**config.mk**
```make
export PLATFORM = sky130hd
export DESIGN_NAME = supply_window_supervisor_unit
export DESIGN_NICKNAME = d
export VERILOG_FILES = /design/src/hw/rtl/sws_pkg.sv /design/src/hw/rtl/sws_cfg.sv /design/src/hw/rtl/supply_window_supervisor_unit.sv
export SDC_FILE = /design/constraint.sdc
export NUM_CORES = 1
export LEC_CHECK = 0
export BUFFER_PORTS_ARGS = -buffer_cell sky130_fd_sc_hd__buf_2
export CELL_PAD_IN_SITES_DETAIL_PLACEMENT = 0
export CELL_PAD_IN_SITES_GLOBAL_PLACEMENT = 1
export CORE_ASPECT_RATIO = 1.1
export CORE_UTILIZATION = 35
export CTS_BUF_LIST = sky130_fd_sc_hd__clkbuf_8
export DETAILED_ROUTE_END_ITERATION = 6
export PLACE_DENSITY = 0.59
export SLEW_MARGIN = 30
export SYNTH_ARGS = -nofsm -noshare
export SYNTH_HDL_FRONTEND = slang
export SYNTH_HIERARCHICAL = 1
export SYNTH_SLANG_ARGS = --single-unit
```
**constraint.sdc**
```tcl
create_clock -name clk -period 7.55 [get_ports clk]
set_input_delay 1.51 -clock clk [delete_from_list [all_inputs] [get_ports clk]]
set_output_delay 1.51 -clock clk [all_outputs]
set_load 0.03 [all_outputs]
```
**src/hw/rtl/sws_pkg.sv**
```systemverilog
// ---------------------------------------------------------------------------
// sws_pkg
// Types and constants of the supply window supervisor.
// ---------------------------------------------------------------------------
package sws_pkg;

	localparam int WIN_W      = 10;
	localparam int IVL_W      = 16;
	localparam int LIM_W      = 8;
	localparam int CNT_W      = 8;
	localparam int ELAPSED_W  = 17;
	localparam int REPORT_W   = 18;
	localparam int CFG_IDX_W  = 3;
	localparam int CFG_DATA_W = 16;

	localparam logic [WIN_W-1:0] WINDOW_LOW_RST    = 10'd660;
	localparam logic [WIN_W-1:0] WINDOW_HIGH_RST   = 10'd840;
	localparam logic [IVL_W-1:0] FAST_INTERVAL_RST = 16'd100;
	localparam logic [IVL_W-1:0] SLOW_INTERVAL_RST = 16'd1000;
	localparam logic [LIM_W-1:0] BLINK_LIMIT_RST   = 8'd20;
	localparam logic [LIM_W-1:0] GOOD_LIMIT_RST    = 8'd10;

	localparam logic [7:0]           VOLT_SCALE  = 8'd173;
	localparam logic [ELAPSED_W-1:0] ELAPSED_MAX = 17'h1FFFF;
	localparam logic [CNT_W-1:0]     CNT_MAX     = 8'hFF;

	// Mode codes as seen on the result port
	localparam logic [1:0] MODE_CODE_INIT    = 2'd0;
	localparam logic [1:0] MODE_CODE_QUALIFY = 2'd1;
	localparam logic [1:0] MODE_CODE_RUN     = 2'd2;
	localparam logic [1:0] MODE_CODE_FAULT   = 2'd3;

	typedef enum logic [3:0] {
		MODE_INIT    = 4'b0001,
		MODE_QUALIFY = 4'b0010,
		MODE_RUN     = 4'b0100,
		MODE_FAULT   = 4'b1000
	} mode_t;

	typedef enum logic [CFG_IDX_W-1:0] {
		CFG_WINDOW_LOW    = 3'd0,
		CFG_WINDOW_HIGH   = 3'd1,
		CFG_FAST_INTERVAL = 3'd2,
		CFG_SLOW_INTERVAL = 3'd3,
		CFG_BLINK_LIMIT   = 3'd4,
		CFG_GOOD_LIMIT    = 3'd5
	} cfg_idx_t;

	typedef struct packed {
		logic [WIN_W-1:0] window_low;
		logic [WIN_W-1:0] window_high;
		logic [IVL_W-1:0] fast_interval;
		logic [IVL_W-1:0] slow_interval;
		logic [LIM_W-1:0] blink_limit;
		logic [LIM_W-1:0] good_limit;
	} sws_cfg_t;

	function automatic logic [1:0] mode_code(mode_t m);
		logic [1:0] c;
		case (m)
			MODE_INIT:    c = MODE_CODE_INIT;
			MODE_QUALIFY: c = MODE_CODE_QUALIFY;
			MODE_RUN:     c = MODE_CODE_RUN;
			default:      c = MODE_CODE_FAULT;
		endcase
		return c;
	endfunction

	function automatic logic [CNT_W-1:0] sat_inc(logic [CNT_W-1:0] v);
		return (v == CNT_MAX) ? v : v + 8'd1;
	endfunction

endpackage

```
**src/hw/rtl/sws_cfg.sv**
```systemverilog
// ---------------------------------------------------------------------------
// sws_cfg
// Configuration register file; writes take effect at the next edge.
// ---------------------------------------------------------------------------
module sws_cfg
	import sws_pkg::*;
(
	input  logic                  clk,
	input  logic                  arst_n,
	input  logic                  cfg_we,
	input  logic [CFG_IDX_W-1:0]  cfg_index,
	input  logic [CFG_DATA_W-1:0] cfg_wdata,
	output sws_cfg_t              cfg
);

	sws_cfg_t cfg_q;

	always_ff @(posedge clk or negedge arst_n) begin
		if (!arst_n) begin
			cfg_q.window_low    <= WINDOW_LOW_RST;
			cfg_q.window_high   <= WINDOW_HIGH_RST;
			cfg_q.fast_interval <= FAST_INTERVAL_RST;
			cfg_q.slow_interval <= SLOW_INTERVAL_RST;
			cfg_q.blink_limit   <= BLINK_LIMIT_RST;
			cfg_q.good_limit    <= GOOD_LIMIT_RST;
		end else if (cfg_we) begin
			case (cfg_index)
				CFG_WINDOW_LOW:    cfg_q.window_low    <= cfg_wdata[WIN_W-1:0];
				CFG_WINDOW_HIGH:   cfg_q.window_high   <= cfg_wdata[WIN_W-1:0];
				CFG_FAST_INTERVAL: cfg_q.fast_interval <= cfg_wdata[IVL_W-1:0];
				CFG_SLOW_INTERVAL: cfg_q.slow_interval <= cfg_wdata[IVL_W-1:0];
				CFG_BLINK_LIMIT:   cfg_q.blink_limit   <= cfg_wdata[LIM_W-1:0];
				CFG_GOOD_LIMIT:    cfg_q.good_limit    <= cfg_wdata[LIM_W-1:0];
				default: ;
			endcase
		end
	end

	assign cfg = cfg_q;

endmodule

```
**src/hw/rtl/supply_window_supervisor_unit.sv**
```systemverilog
// ---------------------------------------------------------------------------
// supply_window_supervisor_unit: supply window supervisor, one tick per item
// Result: registered in the cycle after the sample item is accepted.
// Throughput: one item per cycle while results are taken; the result register refills as it drains.
// Reset: async, init mode, counters and drives cleared, config at defaults.
// ---------------------------------------------------------------------------
module supply_window_supervisor_unit
	import sws_pkg::*;
#(
	parameter int SAMPLE_BITS = 10
) (
	input  logic                   clk,
	input  logic                   arst_n,
	// configuration
	input  logic                   cfg_we,
	input  logic [CFG_IDX_W-1:0]   cfg_index,
	input  logic [CFG_DATA_W-1:0]  cfg_wdata,
	// sample items
	input  logic                   sample_valid,
	output logic                   sample_ready,
	input  logic [SAMPLE_BITS-1:0] adc_sample,
	// result items
	output logic                   result_valid,
	input  logic                   result_ready,
	output logic                   led_on,
	output logic                   switch_on,
	output logic [1:0]             mode_now,
	output logic                   report_valid,
	output logic [REPORT_W-1:0]    voltage_report
);

	localparam int CMP_W  = (SAMPLE_BITS > WIN_W) ? SAMPLE_BITS : WIN_W;
	localparam int PROD_W = SAMPLE_BITS + 8;

	sws_cfg_t cfg;

	sws_cfg u_cfg (
		.clk       (clk),
		.arst_n    (arst_n),
		.cfg_we    (cfg_we),
		.cfg_index (cfg_index),
		.cfg_wdata (cfg_wdata),
		.cfg       (cfg)
	);

	// supervisor state
	mode_t                mode_q;
	logic [ELAPSED_W-1:0] elapsed_q;
	logic                 phase_q;
	logic                 led_q;
	logic                 switch_q;
	logic [CNT_W-1:0]     blink_q;
	logic [CNT_W-1:0]     good_q;

	// result register
	logic                 result_valid_q;
	logic [1:0]           mode_now_q;
	logic                 report_valid_q;
	logic [REPORT_W-1:0]  voltage_report_q;

	mode_t                mode_d;
	logic [ELAPSED_W-1:0] elapsed_inc;
	logic [ELAPSED_W-1:0] elapsed_d;
	logic                 phase_d;
	logic                 led_d;
	logic                 switch_d;
	logic [CNT_W-1:0]     blink_d;
	logic [CNT_W-1:0]     good_d;
	logic                 report_d;
	logic                 in_win;
	logic                 fast_hit;
	logic                 slow_hit;
	logic [PROD_W-1:0]    prod;
	logic                 accept;

	assign sample_ready = !result_valid_q || result_ready;
	assign accept       = sample_valid && sample_ready;

	assign prod = PROD_W'(adc_sample) * PROD_W'(VOLT_SCALE);

	always_comb begin
		elapsed_inc = (elapsed_q == ELAPSED_MAX) ? elapsed_q : elapsed_q + 17'd1;
		in_win      = (CMP_W'(adc_sample) >= CMP_W'(cfg.window_low)) &&
		              (CMP_W'(adc_sample) <= CMP_W'(cfg.window_high));
		fast_hit    = elapsed_inc > ELAPSED_W'(cfg.fast_interval);
		slow_hit    = elapsed_inc > ELAPSED_W'(cfg.slow_interval);

		mode_d    = mode_q;
		elapsed_d = elapsed_inc;
		phase_d   = phase_q;
		led_d     = led_q;
		switch_d  = switch_q;
		blink_d   = blink_q;
		good_d    = good_q;
		report_d  = 1'b0;

		case (mode_q)
			MODE_INIT: begin
				switch_d = 1'b0;
				led_d    = 1'b1;
				blink_d  = '0;
				mode_d   = MODE_QUALIFY;
			end
			MODE_QUALIFY: begin
				if (fast_hit) begin
					elapsed_d = '0;
					blink_d   = sat_inc(blink_q);
					phase_d   = !phase_q;
					led_d     = !phase_q;
					good_d    = in_win ? sat_inc(good_q) : '0;
				end
				// limit check runs every qualify tick, on the updated counts
				if (blink_d > cfg.blink_limit && good_d > cfg.good_limit)
					mode_d = MODE_RUN;
			end
			MODE_RUN: begin
				if (slow_hit) begin
					elapsed_d = '0;
					phase_d   = !phase_q;
					led_d     = !phase_q;
					report_d  = 1'b1;
					switch_d  = in_win;
					if (!in_win)
						mode_d = MODE_FAULT;
				end
			end
			default: begin
				if (fast_hit) begin
					elapsed_d = '0;
					phase_d   = !phase_q;
					led_d     = !phase_q;
					report_d  = 1'b1;
					if (in_win)
						mode_d = MODE_INIT;
				end
			end
		endcase
	end

	always_ff @(posedge clk or negedge arst_n) begin
		if (!arst_n) begin
			mode_q    <= MODE_INIT;
			elapsed_q <= '0;
			phase_q   <= 1'b0;
			led_q     <= 1'b0;
			switch_q  <= 1'b0;
			blink_q   <= '0;
			good_q    <= '0;
		end else if (accept) begin
			mode_q    <= mode_d;
			elapsed_q <= elapsed_d;
			phase_q   <= phase_d;
			led_q     <= led_d;
			switch_q  <= switch_d;
			blink_q   <= blink_d;
			good_q    <= good_d;
		end
	end

	always_ff @(posedge clk or negedge arst_n) begin
		if (!arst_n) begin
			result_valid_q <= 1'b0;
		end else if (accept) begin
			result_valid_q <= 1'b1;
		end else if (result_ready) begin
			result_valid_q <= 1'b0;
		end
	end

	always_ff @(posedge clk) begin
		if (accept) begin
			mode_now_q       <= mode_code(mode_d);
			report_valid_q   <= report_d;
			voltage_report_q <= report_d ? REPORT_W'(prod) : '0;
		end
	end

	assign result_valid   = result_valid_q;
	assign led_on         = led_q;
	assign switch_on      = switch_q;
	assign mode_now       = mode_now_q;
	assign report_valid   = report_valid_q;
	assign voltage_report = voltage_report_q;

endmodule

```
==> qor.txt <==
=====================================================================================
Result of the run ...................................................... finished, final reports clean
R2r setup slk ..........................................................      1.06 ns
Number of inserted diodes ..............................................            0
Worst slew pin tran ....................................................     0.814 ns
Top-Level Pins .........................................................           59
Peak clock frequency supported by timing ...............................      154 MHz
Maximum clock path buffer count ........................................            2
Width of the chip ......................................................       159 um
Initial Utilization ....................................................        36.0%
Count of yosys warnings during synthesis ...............................            6
Total instance count after detailed placement ..........................        1,295
Internal power .........................................................    0.00154 W
Number of DRC violations after detailed routing ........................            0
Startpoint types .......................................................    flip-flop
Setup slack of the critical path after layout ..........................      1.06 ns
Clock latency at the later pin of the worst-skew pair ..................      0.45 ns
Min-delay worst type ...................................................   reg -> reg
Portion of the post-synthesis area used by sequential elements .........        35.7%
CP Data Arrival Time ...................................................      6.68 ns
Drt pass-1 iters .......................................................            6
CP delay by family, top ................................................ compound AO/OA/AOI/OAI gates
Average size of a mapped cell ..........................................     10.5 um2
Die H ..................................................................       175 um
Startpoint of the tightest hold check path .............................      phase_q
Clock root buffer ...................................................... sky130_fd_sc_hd__clkbuf_8
Vias in the first global route .........................................        6,752
Count of antenna-violating nets left after detailed routing ............            0
H-tree level count .....................................................            4
Critical path's slowest cell ........................................... sky130_fd_sc_hd__o22a_1
Half-perimeter wire length of the detailed placement result ............    16,200 um
Total vias in the final route ..........................................        6,636
Setup TNS ..............................................................         0 ns
FF-to-FF path depth ....................................................           24
Filler cell count ......................................................        2,680
Core occupancy in the finished layout ..................................        39.8%
Leak Pwr ...............................................................      5.02 nW
Post-route insts no fill ...............................................        1,327
Clock tree from TritonCTS ..............................................        built
Post-synth net total ...................................................        1,086
Top_reg_cell synth ..................................................... sky130_fd_sc_hd__dfrtp_1
Async set or reset register ratio after synthesis ......................        83.8%
Sequential share of power ..............................................        37.5%
Gate power share .......................................................        38.9%
Total net switching power ..............................................   0.000951 W
Clock skew after layout ................................................    0.0233 ns
Post-layout minimum cycle time .........................................      6.49 ns
Number of cells traversed by the worst hold path .......................            1
Data required time at the worst endpoint ...............................      7.73 ns
Total count of max-transition violations in the final report ...........            0
Fraction of final layout cells sized beyond drive strength 1 ...........        22.9%
Setup repair after global routing missed its margin ....................        false
Rel. slew slack ........................................................        45.8%
Number of enable flip-flop cells after synthesis .......................           21
Global-route wire length before repair .................................    36,000 um
Library cells used by synthesis ........................................           82
CTS clk-pin slew, worst paths ..........................................      0.09 ns
Critical path class ....................................................   reg -> reg
Critical Path, Cell by Cell ............................................ ha_1 -> nand4_2 -> nor4_4 -> a211oi_2 -> nand3_1 -> or2_1 -> nor2_1 -> xor2_1 -> ha_1 -> nand3_1 -> nor2_1 -> a21bo_2 -> a21oi_1 -> o22a_1 -> mux2_1 -> ha_1 -> nor2b_1 -> o211a_1 -> a2111oi_0 -> o31ai_1 -> and3_1 -> o2111a_1 -> a211oi_1 -> o211ai_1
Setup violations, final ................................................            0
Worst vdd rail ir drop .................................................   0.000103 V
Part of the cycle the worst path needs .................................        86.0%
Worst path bufs/invs ...................................................            0
Hold-critical path endpoint ............................................      phase_q
Proportion of total power due to net switching .........................        38.1%
Core region area .......................................................   0.0264 mm2
Endpoint class of the critical path ....................................    flip-flop
Antenna violations before repair .......................................            0
Total power divided by cell area .......................................   238 mW/mm2
Highest cell delay on the worst timing path ............................      0.48 ns
Register cell area after layout ........................................  0.00339 mm2
Hold Buf Count CTS .....................................................            0
Pin count of the biggest net entering global routing ...................           58
Hold Violations, Final .................................................            0
Cell occurring most often along the worst timing path .................. sky130_fd_sc_hd__ha_1
Total track usage ......................................................        16.4%
Max FO, Critical Path ..................................................            8
Count of routing violations after the opening detailed-route iteration .          265
Placer congestion estimate .............................................        0.777
Clock network fraction of design power .................................        23.6%
Reg2reg end ............................................................  mode_now[1]
Number of nets in the layout ...........................................        1,142
Row count ..............................................................           62
Dpl ws .................................................................      1.07 ns
Routed via count divided by cell count .................................         5.00
Setup Buffers After CTS ................................................            0
Total overflow reported by the global router ...........................            0
Netlist Area Pre-Place .................................................  0.00949 mm2
CTS sink cnt ...........................................................          130
FF-to-FF Start ......................................................... elapsed_q[0]
Post-synthesis instance total ..........................................          906
Footprint of the multi-input gates .....................................  0.00553 mm2
Number of buffers created by CTS .......................................           17
Total wire length ......................................................    21,700 um
Die area ...............................................................   0.0278 mm2
MaxCap Viol Count ......................................................            0
Quantity of gates resized following cts ................................            0
Number of storage elements in the synthesis netlist ....................          130
Number of port buffers .................................................           58
Area Growth Syn to Fin .................................................        10.6%
Routed WL per cell .....................................................      16.3 um
=====================================================================================
flip-flops by register name (all words and copies together), names as in the netlist:
name and flops:
blink_q 8, elapsed_q 17, good_q 8, led_on 1
mode_now 2, mode_q 4, phase_q 1, report_valid 1
result_valid 1, switch_on 1, u_cfg/cfg 68, voltage_report 18
cells in the mapped netlist (3+ instances only):
cell                       count  area, um2
sky130_fd_sc_hd__buf_2         7       35.0
sky130_fd_sc_hd__ha_1        126       1580
sky130_fd_sc_hd__nand4_1      15       93.8
sky130_fd_sc_hd__mux2_4       10        150
sky130_fd_sc_hd__and4_1        5       43.8
sky130_fd_sc_hd__dfstp_2      22        578
sky130_fd_sc_hd__fa_1         20        400
sky130_fd_sc_hd__dfrtp_1      87       2180
sky130_fd_sc_hd__nor2_1       45        169
sky130_fd_sc_hd__buf_6         5       56.3
sky130_fd_sc_hd__and3_1       11       68.8
sky130_fd_sc_hd__nor2b_1      12       75.1
sky130_fd_sc_hd__or2_1         3       18.8
sky130_fd_sc_hd__a21o_1       12       90.1
sky130_fd_sc_hd__o31ai_1       7       52.6
sky130_fd_sc_hd__inv_1       118        443
sky130_fd_sc_hd__edfxtp_1     21        631
sky130_fd_sc_hd__o211ai_1      6       45.0
sky130_fd_sc_hd__o21ai_1       7       35.0
sky130_fd_sc_hd__xor2_1       11       96.3
sky130_fd_sc_hd__nor3_1        5       25.0
sky130_fd_sc_hd__nand2b_1      8       50.1
sky130_fd_sc_hd__nand3_1      21        105
sky130_fd_sc_hd__a22o_1       12        105
sky130_fd_sc_hd__o21ai_0      33        165
sky130_fd_sc_hd__a211oi_1      8       60.1
sky130_fd_sc_hd__mux2_2       62        698
sky130_fd_sc_hd__a21oi_2       9       78.8
sky130_fd_sc_hd__clkbuf_1     10       37.5
sky130_fd_sc_hd__nor4_4        3       63.8
sky130_fd_sc_hd__nand2_1      56        210
sky130_fd_sc_hd__and2_1        3       18.8
sky130_fd_sc_hd__xnor2_1      28        245
sky130_fd_sc_hd__a21oi_1      35        175
sky130_fd_sc_hd__o21bai_1      3       22.5
logic make-up after synthesis:
logic type	share of synthesized area, %
XOR/XNOR	3.77
AND/OR/NAND/NOR	12.3
adder cells (fa/ha/maj)	20.8
buffers and inverters	6.18
multiplexers	9.06
AO/OA/AOI/OAI	12.2
flip-flops	35.7
per-layer routing:
metal	wire length, um	GRT usage [%]	vias to the layer above
met2	10000	26.5	64
met3	444	2.52	18
met4	234	4.41	0
met1	11000	22.9	3251
met5	0	0	-
li1	-	-	3303
how the worst max path moves through the flow:
stage,startpoint,to,slack (ns),cells after the start
after detailed placement,elapsed_q[0],mode_now[1],1.07,24
after global placement,elapsed_q[0],mode_now[1],1.20,23
after floorplan,elapsed_q[0],mode_now[1],1.90,25
after CTS,elapsed_q[0],mode_now[1],1.04,24
final,elapsed_q[0],mode_now[1],1.06,24
after global routing,elapsed_q[0],mode_now[1],0.61,24
metrics by stage:
| step | cell area [um2] | power (W) | hold WS, ns |
|---|---|---|---|
| floorplan | 9490 | 0.00168 | 0.438 |
| global placement | 10100 | 0.00192 | 0.462 |
| detailed placement | 10100 | 0.00192 | 0.457 |
| CTS | 10500 | 0.00253 | 0.480 |
| global route | 10500 | 0.00271 | 0.505 |
| finish | 10500 | 0.00250 | 0.477 |
power groups by stage:
stage	Clock (W)	Combinational, W	Sequential [W]
2_1_floorplan	0	0.000747	0.000931
3_3_place_gp	0	0.000975	0.000946
3_5_place_dp	0	0.000974	0.000949
4_1_cts	0.000614	0.000985	0.000936
5_1_grt	0.000641	0.00111	0.000954
6_report	0.000589	0.000971	0.000935
layout by cell type (no fill, tap or decap), types with 22 or more instances in the layout:
master	count
sky130_fd_sc_hd__a21oi_1	35
sky130_fd_sc_hd__buf_2	57
sky130_fd_sc_hd__dfrtp_1	87
sky130_fd_sc_hd__dfstp_2	22
sky130_fd_sc_hd__ha_1	126
sky130_fd_sc_hd__inv_1	119
sky130_fd_sc_hd__mux2_2	62
sky130_fd_sc_hd__nand2_1	56
sky130_fd_sc_hd__nor2_1	45
sky130_fd_sc_hd__o21ai_0	33
sky130_fd_sc_hd__xnor2_1	28
area by class of cell:
type                    instances  area share (%)
clock inverters                14            1.24
multi-input cells             634            52.7
flip-flops and latches        130            32.3
repair buffers                 61            3.00
well taps                     352            4.20
inverters                     118            4.22
clock buffers                  18            2.36
worst register-to-register path, stage by stage, from the launching register on:
cell,delay (ns)
sky130_fd_sc_hd__dfrtp_1,0.44
sky130_fd_sc_hd__ha_1,0.26
sky130_fd_sc_hd__nand4_2,0.13
sky130_fd_sc_hd__nor4_4,0.06
sky130_fd_sc_hd__a211oi_2,0.42
sky130_fd_sc_hd__nand3_1,0.20
sky130_fd_sc_hd__or2_1,0.29
sky130_fd_sc_hd__nor2_1,0.16
sky130_fd_sc_hd__xor2_1,0.11
sky130_fd_sc_hd__ha_1,0.32
sky130_fd_sc_hd__nand3_1,0.10
sky130_fd_sc_hd__nor2_1,0.20
sky130_fd_sc_hd__a21bo_2,0.24
sky130_fd_sc_hd__a21oi_1,0.47
sky130_fd_sc_hd__o22a_1,0.48
sky130_fd_sc_hd__mux2_1,0.39
sky130_fd_sc_hd__ha_1,0.29
sky130_fd_sc_hd__nor2b_1,0.13
sky130_fd_sc_hd__o211a_1,0.19
sky130_fd_sc_hd__a2111oi_0,0.37
sky130_fd_sc_hd__o31ai_1,0.16
sky130_fd_sc_hd__and3_1,0.20
sky130_fd_sc_hd__o2111a_1,0.28
sky130_fd_sc_hd__a211oi_1,0.21
sky130_fd_sc_hd__o211ai_1,0.12
Note: power is estimated with default switching activity, not from simulation.
